### config.mk
export PLATFORM = sky130hd
export DESIGN_NAME = graph_edge_store_reachability_core
export DESIGN_NICKNAME = d
export VERILOG_FILES = /design/src/rtl/core/gesr_pkg.sv /design/src/rtl/core/gesr_ram.sv /design/src/rtl/core/gesr_fifo.sv /design/src/rtl/core/gesr_front.sv /design/src/rtl/core/gesr_back.sv /design/src/rtl/core/graph_edge_store_reachability_core.sv
export SDC_FILE = /design/constraint.sdc
export NUM_CORES = 2
export LEC_CHECK = 0
export BUFFER_PORTS_ARGS = -buffer_cell sky130_fd_sc_hd__buf_2
export CAP_MARGIN = 30
export CORE_MARGIN = 2
export CORE_UTILIZATION = 35
export CTS_CLUSTER_DIAMETER = 30
export DETAILED_ROUTE_END_ITERATION = 7
export HOLD_SLACK_MARGIN = 0.05
export PLACE_DENSITY = 0.56
export SETUP_SLACK_MARGIN = 0.4
export SLEW_MARGIN = 20
export SYNTH_ARGS = -nofsm -noshare
export SYNTH_HDL_FRONTEND = slang
export SYNTH_SLANG_ARGS = --single-unit
### constraint.sdc
create_clock -name aclk -period 3.6 [get_ports aclk]
set_input_delay 1.08 -clock aclk [delete_from_list [all_inputs] [get_ports aclk]]
set_output_delay 1.08 -clock aclk [all_outputs]
set_load 0.01 [all_outputs]
### src/rtl/core/gesr_pkg.sv
// Shared types and constants for the graph edge store reachability core.
// Holds request codes, result status codes and the queue entry passed from
// the front end to the back end. No dependencies.
`timescale 1ns / 1ps
`default_nettype none

package gesr_pkg;

    // Width of every vertex field on the ports.
    localparam int FIELD_W  = 6;
    localparam int TYPE_W   = 2;
    localparam int STATUS_W = 3;

    // Depth of the queue between front and back end.
    localparam int QUEUE_DEPTH = 2;

    // Request type codes.
    localparam logic [TYPE_W-1:0] REQ_CLEAR = 2'd0;
    localparam logic [TYPE_W-1:0] REQ_ADD   = 2'd1;
    localparam logic [TYPE_W-1:0] REQ_QUERY = 2'd2;

    // Result status codes.
    localparam logic [STATUS_W-1:0] STS_OK           = 3'd0;
    localparam logic [STATUS_W-1:0] STS_END_MARKER   = 3'd1;
    localparam logic [STATUS_W-1:0] STS_SAME_VERTEX  = 3'd2;
    localparam logic [STATUS_W-1:0] STS_OUT_OF_RANGE = 3'd3;
    localparam logic [STATUS_W-1:0] STS_DUPLICATE    = 3'd4;
    localparam logic [STATUS_W-1:0] STS_NOT_IN_GRAPH = 3'd5;

    // Work left for the back end once the front end has classified a request.
    typedef enum logic [1:0] {
        OP_RESULT,
        OP_CLEAR,
        OP_ADD,
        OP_QUERY
    } op_t;

    // Vertex indices are zero based (vertex number minus one).
    typedef struct packed {
        op_t                 op;
        logic [STATUS_W-1:0] status;
        logic                start_ok;
        logic [FIELD_W-1:0]  idx_a;
        logic [FIELD_W-1:0]  idx_b;
    } queue_entry_t;

endpackage

`default_nettype wire

### src/rtl/core/gesr_ram.sv
// Generic single write port, single read port RAM with registered read data.
// No dependencies.
`timescale 1ns / 1ps
`default_nettype none

module gesr_ram #(
    parameter int WIDTH = 32,
    parameter int DEPTH = 32
) (
    input  wire logic                     aclk,
    input  wire logic                     we,
    input  wire logic [$clog2(DEPTH)-1:0] waddr,
    input  wire logic [WIDTH-1:0]         wdata,
    input  wire logic [$clog2(DEPTH)-1:0] raddr,
    output logic      [WIDTH-1:0]         rdata
);

    logic [WIDTH-1:0] ram_reg [DEPTH];
    logic [WIDTH-1:0] rdata_reg;

    always_ff @(posedge aclk) begin
        if (we) begin
            ram_reg[waddr] <= wdata;
        end
        rdata_reg <= ram_reg[raddr];
    end

    assign rdata = rdata_reg;

endmodule

`default_nettype wire

### src/rtl/core/gesr_fifo.sv
// Short queue of classified requests between the front and back end.
// Depends on gesr_pkg for the entry type and the queue depth.
`timescale 1ns / 1ps
`default_nettype none

module gesr_fifo import gesr_pkg::*; (
    input  wire logic   aclk,
    input  wire logic   aresetn,
    input  wire logic   push,
    input  wire queue_entry_t push_data,
    output logic        full,
    input  wire logic   pop,
    output queue_entry_t pop_data,
    output logic        empty
);

    localparam int PW = (QUEUE_DEPTH > 1) ? $clog2(QUEUE_DEPTH) : 1;
    localparam int CW = $clog2(QUEUE_DEPTH + 1);
    localparam logic [PW-1:0] LAST_PTR = PW'(QUEUE_DEPTH - 1);
    localparam logic [CW-1:0] FULL_CNT = CW'(QUEUE_DEPTH);

    queue_entry_t    entry_reg [QUEUE_DEPTH];
    logic [PW-1:0]   wr_ptr_reg, wr_ptr_next;
    logic [PW-1:0]   rd_ptr_reg, rd_ptr_next;
    logic [CW-1:0]   count_reg,  count_next;

    assign full     = (count_reg == FULL_CNT);
    assign empty    = (count_reg == '0);
    assign pop_data = entry_reg[rd_ptr_reg];

    always_comb begin
        wr_ptr_next = wr_ptr_reg;
        rd_ptr_next = rd_ptr_reg;
        count_next  = count_reg;
        if (push) begin
            wr_ptr_next = (wr_ptr_reg == LAST_PTR) ? '0 : wr_ptr_reg + 1'b1;
        end
        if (pop) begin
            rd_ptr_next = (rd_ptr_reg == LAST_PTR) ? '0 : rd_ptr_reg + 1'b1;
        end
        if (push && !pop) begin
            count_next = count_reg + 1'b1;
        end else if (pop && !push) begin
            count_next = count_reg - 1'b1;
        end
    end

    always_ff @(posedge aclk) begin
        if (!aresetn) begin
            wr_ptr_reg <= '0;
            rd_ptr_reg <= '0;
            count_reg  <= '0;
        end else begin
            wr_ptr_reg <= wr_ptr_next;
            rd_ptr_reg <= rd_ptr_next;
            count_reg  <= count_next;
        end
        if (push) begin
            entry_reg[wr_ptr_reg] <= push_data;
        end
    end

endmodule

`default_nettype wire

### src/rtl/core/gesr_front.sv
// Front end: accepts requests and settles every check that needs only the
// vertex count, leaving graph work to the back end. Depends on gesr_pkg.
`timescale 1ns / 1ps
`default_nettype none

module gesr_front import gesr_pkg::*; (
    input  wire logic               s_valid,
    output logic                    s_ready,
    input  wire logic [TYPE_W-1:0]  s_req_type,
    input  wire logic [FIELD_W-1:0] s_vertex_a,
    input  wire logic [FIELD_W-1:0] s_vertex_b,
    input  wire logic [FIELD_W:0]   live_count,
    input  wire logic               queue_full,
    output logic                    push,
    output queue_entry_t            push_data
);

    logic a_ok;
    logic b_ok;

    assign s_ready = !queue_full;
    assign push    = s_valid && !queue_full;

    // A vertex is usable when it lies in 1..live_count.
    assign a_ok = (s_vertex_a != '0) && ({1'b0, s_vertex_a} <= live_count);
    assign b_ok = (s_vertex_b != '0) && ({1'b0, s_vertex_b} <= live_count);

    always_comb begin
        push_data          = '0;
        push_data.op       = OP_RESULT;
        push_data.status   = STS_OK;
        push_data.start_ok = a_ok;
        push_data.idx_a    = s_vertex_a - 1'b1;
        push_data.idx_b    = s_vertex_b - 1'b1;
        case (s_req_type)
            REQ_CLEAR: begin
                push_data.op = OP_CLEAR;
            end
            REQ_ADD: begin
                if (s_vertex_a == '0 && s_vertex_b == '0) begin
                    push_data.status = STS_END_MARKER;
                end else if (s_vertex_a == s_vertex_b) begin
                    push_data.status = STS_SAME_VERTEX;
                end else if (!a_ok || !b_ok) begin
                    push_data.status = STS_OUT_OF_RANGE;
                end else begin
                    push_data.op = OP_ADD;
                end
            end
            REQ_QUERY: begin
                if (!b_ok) begin
                    push_data.status = STS_NOT_IN_GRAPH;
                end else begin
                    push_data.op = OP_QUERY;
                end
            end
            default: begin
                push_data.op = OP_RESULT;
            end
        endcase
    end

endmodule

`default_nettype wire

### src/rtl/core/gesr_back.sv
// Back end: carries out clears, edge inserts and reachability walks on the
// adjacency rows and holds the result register. Depends on gesr_pkg, gesr_ram.
`timescale 1ns / 1ps
`default_nettype none

module gesr_back import gesr_pkg::*; #(
    parameter int MAX_VERTICES = 32
) (
    input  wire logic                 aclk,
    input  wire logic                 aresetn,
    input  wire logic [FIELD_W:0]     live_count,
    input  wire logic                 queue_empty,
    input  wire queue_entry_t         head,
    output logic                      pop,
    output logic                      m_valid,
    input  wire logic                 m_ready,
    output logic [STATUS_W-1:0]       m_status,
    output logic                      m_reachable
);

    localparam int VIW = $clog2(MAX_VERTICES);
    localparam logic [MAX_VERTICES-1:0] ONE = MAX_VERTICES'(1);

    typedef enum logic [2:0] {
        ST_IDLE,
        ST_ADD_RD_A,
        ST_ADD_WR_A,
        ST_ADD_WR_B,
        ST_QUERY,
        ST_DONE
    } state_t;

    state_t                  state_reg,     state_next;
    logic [VIW-1:0]          ia_reg,        ia_next;
    logic [VIW-1:0]          ib_reg,        ib_next;
    logic [VIW-1:0]          rd_addr_reg,   rd_addr_next;
    logic [MAX_VERTICES-1:0] visited_reg,   visited_next;
    logic [MAX_VERTICES-1:0] expanded_reg,  expanded_next;
    logic [MAX_VERTICES-1:0] row_vld_reg,   row_vld_next;
    logic                    inflight_reg,  inflight_next;
    logic [STATUS_W-1:0]     status_reg,    status_next;
    logic                    reach_reg,     reach_next;
    logic                    m_valid_reg,   m_valid_next;
    logic [STATUS_W-1:0]     m_status_reg,  m_status_next;
    logic                    m_reach_reg,   m_reach_next;

    logic                    ram_we;
    logic [VIW-1:0]          ram_waddr;
    logic [MAX_VERTICES-1:0] ram_wdata;
    logic [VIW-1:0]          ram_raddr;
    logic [MAX_VERTICES-1:0] ram_rdata;

    logic [MAX_VERTICES-1:0] rd_row;
    logic [MAX_VERTICES-1:0] live_mask;
    logic [MAX_VERTICES-1:0] frontier;
    logic [MAX_VERTICES-1:0] pick_oh;
    logic [VIW-1:0]          pick_idx;
    logic                    out_free;

    gesr_ram #(
        .WIDTH (MAX_VERTICES),
        .DEPTH (MAX_VERTICES)
    ) u_adj_ram (
        .aclk  (aclk),
        .we    (ram_we),
        .waddr (ram_waddr),
        .wdata (ram_wdata),
        .raddr (ram_raddr),
        .rdata (ram_rdata)
    );

    // A row never written since reset or the last clear reads as empty.
    assign rd_row   = row_vld_reg[rd_addr_reg] ? ram_rdata : '0;
    assign frontier = visited_reg & ~expanded_reg;
    assign pick_oh  = frontier & (~frontier + ONE);
    assign out_free = !m_valid_reg || m_ready;

    always_comb begin
        live_mask = '0;
        pick_idx  = '0;
        for (int i = 0; i < MAX_VERTICES; i++) begin
            live_mask[i] = ((FIELD_W + 1)'(i) < live_count);
            if (pick_oh[i]) begin
                pick_idx = pick_idx | VIW'(i);
            end
        end
    end

    always_comb begin
        state_next    = state_reg;
        ia_next       = ia_reg;
        ib_next       = ib_reg;
        rd_addr_next  = rd_addr_reg;
        visited_next  = visited_reg;
        expanded_next = expanded_reg;
        row_vld_next  = row_vld_reg;
        inflight_next = inflight_reg;
        status_next   = status_reg;
        reach_next    = reach_reg;
        m_valid_next  = m_valid_reg && !m_ready;
        m_status_next = m_status_reg;
        m_reach_next  = m_reach_reg;
        pop           = 1'b0;
        ram_we        = 1'b0;
        ram_waddr     = ia_reg;
        ram_wdata     = '0;
        ram_raddr     = ia_reg;

        case (state_reg)
            ST_IDLE: begin
                if (!queue_empty) begin
                    case (head.op)
                        OP_RESULT, OP_CLEAR: begin
                            if (out_free) begin
                                pop           = 1'b1;
                                m_valid_next  = 1'b1;
                                m_status_next = head.status;
                                m_reach_next  = 1'b0;
                                if (head.op == OP_CLEAR) begin
                                    row_vld_next = '0;
                                end
                            end
                        end
                        OP_ADD: begin
                            pop        = 1'b1;
                            ia_next    = head.idx_a[VIW-1:0];
                            ib_next    = head.idx_b[VIW-1:0];
                            state_next = ST_ADD_RD_A;
                        end
                        OP_QUERY: begin
                            pop           = 1'b1;
                            ib_next       = head.idx_b[VIW-1:0];
                            visited_next  = head.start_ok ? (ONE << head.idx_a[VIW-1:0]) : '0;
                            expanded_next = '0;
                            inflight_next = 1'b0;
                            state_next    = ST_QUERY;
                        end
                        default: begin
                            pop = 1'b0;
                        end
                    endcase
                end
            end
            ST_ADD_RD_A: begin
                ram_raddr    = ia_reg;
                rd_addr_next = ia_reg;
                state_next   = ST_ADD_WR_A;
            end
            ST_ADD_WR_A: begin
                reach_next = 1'b0;
                if (rd_row[ib_reg]) begin
                    status_next = STS_DUPLICATE;
                    state_next  = ST_DONE;
                end else begin
                    ram_we               = 1'b1;
                    ram_waddr            = ia_reg;
                    ram_wdata            = rd_row | (ONE << ib_reg);
                    row_vld_next[ia_reg] = 1'b1;
                    ram_raddr            = ib_reg;
                    rd_addr_next         = ib_reg;
                    state_next           = ST_ADD_WR_B;
                end
            end
            ST_ADD_WR_B: begin
                ram_we               = 1'b1;
                ram_waddr            = ib_reg;
                ram_wdata            = rd_row | (ONE << ia_reg);
                row_vld_next[ib_reg] = 1'b1;
                status_next          = STS_OK;
                state_next           = ST_DONE;
            end
            ST_QUERY: begin
                // Merge the row that arrives this cycle and issue the next read.
                if (inflight_reg) begin
                    visited_next = visited_reg | (rd_row & live_mask);
                end
                if (frontier != '0) begin
                    ram_raddr     = pick_idx;
                    rd_addr_next  = pick_idx;
                    expanded_next = expanded_reg | pick_oh;
                    inflight_next = 1'b1;
                end else begin
                    inflight_next = 1'b0;
                    if (!inflight_reg) begin
                        reach_next  = visited_reg[ib_reg];
                        status_next = STS_OK;
                        state_next  = ST_DONE;
                    end
                end
            end
            ST_DONE: begin
                if (out_free) begin
                    m_valid_next  = 1'b1;
                    m_status_next = status_reg;
                    m_reach_next  = reach_reg;
                    state_next    = ST_IDLE;
                end
            end
            default: begin
                state_next = ST_IDLE;
            end
        endcase
    end

    always_ff @(posedge aclk) begin
        if (!aresetn) begin
            state_reg    <= ST_IDLE;
            row_vld_reg  <= '0;
            inflight_reg <= 1'b0;
            m_valid_reg  <= 1'b0;
        end else begin
            state_reg    <= state_next;
            row_vld_reg  <= row_vld_next;
            inflight_reg <= inflight_next;
            m_valid_reg  <= m_valid_next;
        end
        ia_reg       <= ia_next;
        ib_reg       <= ib_next;
        rd_addr_reg  <= rd_addr_next;
        visited_reg  <= visited_next;
        expanded_reg <= expanded_next;
        status_reg   <= status_next;
        reach_reg    <= reach_next;
        m_status_reg <= m_status_next;
        m_reach_reg  <= m_reach_next;
    end

    assign m_valid     = m_valid_reg;
    assign m_status    = m_status_reg;
    assign m_reachable = m_reach_reg;

endmodule

`default_nettype wire

### src/rtl/core/graph_edge_store_reachability_core.sv
// Top level of the graph edge store reachability core: vertex count register,
// front end, request queue and back end. Depends on gesr_pkg, gesr_front,
// gesr_fifo and gesr_back (which holds the adjacency RAM).
//
// Usage: requests enter on the s_ channel (valid/ready) and each one gives
// exactly one result transfer on the m_ channel, in request order. A request
// is a clear of the graph, an edge insert, or a path query between two
// vertices numbered 1..vertex_count. The vertex count register is written
// through cfg_wr_en/cfg_wr_data and resets to 2; the user must write it only
// while the core is idle, which the core itself does not enforce. The front
// end classifies each request in the cycle of its transfer and places it in
// a two-entry queue, so s_ready stays high while the back end works unless
// the queue fills. The back end answers a clear, an unused type or a request
// rejected by the range checks straight from the queue; an edge insert reads
// and writes the row of each end, stopping after the first read when the edge
// is already stored, and a query reads one row per vertex reached. The query
// time is set by the single read port of the adjacency RAM, which returns a
// row in the cycle after its address; when the frontier runs dry the walk
// waits for the row in flight. Reset empties the queue, the graph and the
// result register at once; no clearing pass is needed. When the receiver
// stalls, the result stays in the output register and the back end holds its
// next result until that register is free.
`timescale 1ns / 1ps
`default_nettype none

module graph_edge_store_reachability_core import gesr_pkg::*; #(
    parameter int MAX_VERTICES = 32
) (
    input  wire logic                aclk,
    input  wire logic                aresetn,
    input  wire logic                cfg_wr_en,
    input  wire logic [FIELD_W-1:0]  cfg_wr_data,
    input  wire logic                s_valid,
    output logic                     s_ready,
    input  wire logic [TYPE_W-1:0]   s_req_type,
    input  wire logic [FIELD_W-1:0]  s_vertex_a,
    input  wire logic [FIELD_W-1:0]  s_vertex_b,
    output logic                     m_valid,
    input  wire logic                m_ready,
    output logic [STATUS_W-1:0]      m_status,
    output logic                     m_reachable
);

    localparam logic [FIELD_W:0] MAX_CNT = (FIELD_W + 1)'(MAX_VERTICES);

    logic [FIELD_W-1:0] vcount_reg;
    logic [FIELD_W:0]   live_count;
    logic               queue_full;
    logic               queue_empty;
    logic               push;
    logic               pop;
    queue_entry_t       push_data;
    queue_entry_t       head;

    always_ff @(posedge aclk) begin
        if (!aresetn) begin
            vcount_reg <= FIELD_W'(2);
        end else if (cfg_wr_en) begin
            vcount_reg <= cfg_wr_data;
        end
    end

    // A count above capacity acts as the capacity.
    assign live_count = ({1'b0, vcount_reg} > MAX_CNT) ? MAX_CNT : {1'b0, vcount_reg};

    gesr_front u_front (
        .s_valid    (s_valid),
        .s_ready    (s_ready),
        .s_req_type (s_req_type),
        .s_vertex_a (s_vertex_a),
        .s_vertex_b (s_vertex_b),
        .live_count (live_count),
        .queue_full (queue_full),
        .push       (push),
        .push_data  (push_data)
    );

    gesr_fifo u_queue (
        .aclk      (aclk),
        .aresetn   (aresetn),
        .push      (push),
        .push_data (push_data),
        .full      (queue_full),
        .pop       (pop),
        .pop_data  (head),
        .empty     (queue_empty)
    );

    gesr_back #(
        .MAX_VERTICES (MAX_VERTICES)
    ) u_back (
        .aclk        (aclk),
        .aresetn     (aresetn),
        .live_count  (live_count),
        .queue_empty (queue_empty),
        .head        (head),
        .pop         (pop),
        .m_valid     (m_valid),
        .m_ready     (m_ready),
        .m_status    (m_status),
        .m_reachable (m_reachable)
    );

    // Only a successful query can report a reached target.
    a_reach_only_ok: assert property (@(posedge aclk) disable iff (!aresetn)
        m_valid && m_reachable |-> m_status == STS_OK)
        else $error("reachable set on a result whose status is not ok");

    // The queue can only fill through a transfer on the input channel.
    a_ready_falls_on_transfer: assert property (@(posedge aclk) disable iff (!aresetn)
        $fell(s_ready) |-> $past(s_valid && s_ready))
        else $error("s_ready dropped without an input transfer");

    // The back end never takes an entry from an empty queue.
    a_no_pop_when_empty: assert property (@(posedge aclk) disable iff (!aresetn)
        pop |-> !queue_empty)
        else $error("back end popped an empty queue");

    // No result is offered in the cycle after reset.
    a_reset_clears_output: assert property (@(posedge aclk)
        !aresetn |=> !m_valid)
        else $error("result valid right after reset");

endmodule

`default_nettype wire

==> summary.txt <==
PortBufs -> 30
status -> complete, but fails checks
Vert. Die Dim -> 386 µm
CP max FO -> 8
first-pass GRT wire length -> 245000 µm
initial antenna violation count -> 7
CTS Buf Count -> 294
setup ws final -> -327 ps
leakage -> 27.0 nW
final slew viol count -> 0
vias in the first global route -> 36300
placed cell areas -> 58300 µm²
Max Buffers Root-to-Sink -> 4
antenna viol nets, final -> 0
number of I/O pins -> 31
clock skew -> 63.5 ps
Tmin final -> 3930 ps
post-route cell area -> 73000 µm²
final setup fails -> 50
Ys Warns -> 0
Max rail drop VDD -> 0.000667 V
Main synth FF type -> edfxtp_1
P per Cell Area -> 932 nW/µm²
Setup WS pre-CTS -> -745 ps
share of layout cells above drive strength 1 -> 0.325
Critical Path AT -> 4660 ps
drt drc -> 0
Hold WS -> 450 ps
Die ar. -> 149000 µm²
vias post-DR -> 37500
post-DR wirelength/cell -> 26.6 µm
dpl hpwl -> 103000 µm
synth-to-layout area growth -> 42.6%
Worst slew margin -> 0.451
Num Clock Sinks -> 1221
share of synthesized flip-flops with an asynchronous set or reset -> 0
most common cell after layout, fill and taps aside -> edfxtp_1
GRT Total Usage -> 0.221
CP Capture Type -> register
CP required -> 4330 ps
largest net degree at the start of global routing -> 89
Tot Pwr -> 68.0 mW
final instance count without filler cells -> 6642
Pint -> 45.3 mW
EDFF count, synth -> 1141
syn_area_per_cell -> 13.9 µm²
syn_nets -> 3719
Distinct cells, synth -> 78
Max Cap Violations -> 0
TNS Setup -> -6450 ps
first drt pass iteration count -> 6
Max Fclk -> 255 MHz
layout net count -> 4550
register clock-pin slew on the reported worst setup and hold paths -> 40 ps
WL final -> 176000 µm
startpoint type of the worst setup path -> register
Yosys reg bits -> 1221
Starting Density -> 0.352
Fin. Hold Viols -> 0
HP Class -> in2reg
failing checks -> setup timing
sequential element share of the synthesized area -> 0.701
total grt overflow -> 0
clock network fraction of total power -> 0.385
Final Util -> 0.502
combinational share of power -> 0.357
Mapped Area -> 51200 µm²
final period utilization -> 1.09
NetSw -> 22.7 mW
max reg flops -> 1024
Worst Tran Pin Value -> 816 ps
Die Wd -> 386 µm
commonest non-fill, non-tap cells in the layout -> edfxtp_1, buf_4, clkbuf_16
switching share of total power -> 0.334
gpl congestion -> 0.928
CTS tree -> done
Seq pwr share -> 0.258
RSZ-0062 raised after global routing -> yes
H-tree level count -> 5
Mapped Cells -> 3674
dpl cells -> 5868
DRT iter0 DRCs -> 4504
Clock Tree Root -> clkbuf_16
post-DR vias/cell -> 5.65
core area -> 145000 µm²
worst-skew pair later-pin latency -> 900 ps
Setup CP Type -> reg2reg
Rows -> 140
hold-fix buffers at CTS -> 0
Fillers -> 12000
-- kinds of logic after synthesis --
| family | after synthesis | synth area share |
|---|---|---|
| compound gates | 855 | 0.117 |
| xor+xnor | 16 | 0.00274 |
| fa+ha+maj | 20 | 0.00489 |
| buf+inv | 288 | 0.0243 |
| flops | 1221 | 0.701 |
| mux | 215 | 0.0462 |
| simple gates | 1059 | 0.104 |
-- final timing paths --
kind,startpoint,to,slack (ps),cells after the start
hold reg to reg,u_back.row_vld_reg[2],u_back.row_vld_reg[2],460,2
hold / removal,cfg_wr_data[1],vcount_reg[1],450,3
setup / recovery,u_back.ib_reg[0],u_back.u_adj_ram.rdata[18],-330,17
setup reg to reg,u_back.ib_reg[0],u_back.u_adj_ram.rdata[18],-330,17
-- power groups by stage --
stage                     Sequential (mW)  Combinational (mW)  Clock, mW
after floorplan                      17.7                9.84          0
final                                17.5                24.3       26.2
after global routing                 17.6                25.4       27.2
after detailed placement             17.7                19.6          0
after CTS                            17.5                22.1       26.4
after global placement               17.7                19.5          0
-- critical path: stages (launching register included) --
cell and delay [ps]:
edfxtp_1 460, buf_12 180, mux4_2 330, nor3_2 40
nor4_2 320, buf_4 190, nand3_4 100, o21ai_4 230
a32oi_4 160, buf_12 190, nand2_8 170, buf_16 180
buf_4 130, buf_12 110, a211oi_1 80, o21ai_1 180
nand4_1 320, nor2_4 370
-- layer usage --
| metal | up-vias | wire length [µm] | share of wire | track usage |
|---|---|---|---|---|
| li1 | 16300 | - | - | - |
| met1 | 18800 | 70900 | 0.40 | 0.293 |
| met2 | 1992 | 83800 | 0.47 | 0.356 |
| met3 | 368 | 15200 | 0.086 | 0.0441 |
| met4 | 2 | 6620 | 0.038 | 0.0851 |
| met5 | - | 10 | 0.000057 | 0 |
-- synth_stat cells (8+ instances only) --
library cell | n | share of area
buf_4 | 8 | 0.0012
o21ai_1 | 16 | 0.0016
mux4_2 | 16 | 0.0070
inv_1 | 26 | 0.0019
dfxtp_1 | 80 | 0.031
a31oi_1 | 59 | 0.0072
buf_1 | 16 | 0.0012
nand3_1 | 25 | 0.0024
a21oi_1 | 57 | 0.0056
nor3_1 | 28 | 0.0027
xnor2_1 | 9 | 0.0015
and2_1 | 25 | 0.0031
buf_2 | 69 | 0.0067
nor2_1 | 218 | 0.016
o22ai_1 | 65 | 0.0079
a32oi_1 | 97 | 0.017
a22oi_1 | 104 | 0.015
mux2_2 | 10 | 0.0022
mux2i_1 | 188 | 0.037
and3_1 | 262 | 0.032
nand2_1 | 311 | 0.023
o21a_1 | 14 | 0.0021
nand4_1 | 71 | 0.0087
o21ai_0 | 142 | 0.014
o211ai_1 | 9 | 0.0013
ha_1 | 20 | 0.0049
a211oi_1 | 253 | 0.037
clkbuf_1 | 159 | 0.012
edfxtp_1 | 1141 | 0.67
nand2b_1 | 32 | 0.0039
nor2b_1 | 42 | 0.0051
-- repair_timing --
action | CTS | global route
buffers inserted | 91 | 115
gates resized for setup | 178 | 252
setup endpoints to repair | 1817 | 2117
cloned | 14 | 37
pin swaps | 114 | 124
-- area by class of cell --
cell class	count	area, µm²	area share
Sequential cell	1221	35900	0.491
Multi-Input combinational cell	2168	15700	0.214
Timing Repair Buffer	792	9190	0.126
Clock buffer	339	7730	0.106
Tap cell	1917	2400	0.0329
Clock inverter	176	2050	0.0281
Inverter	28	105	0.00144
Antenna cell	1	2.50	0.0000343
(Power assumes the default switching activity.)
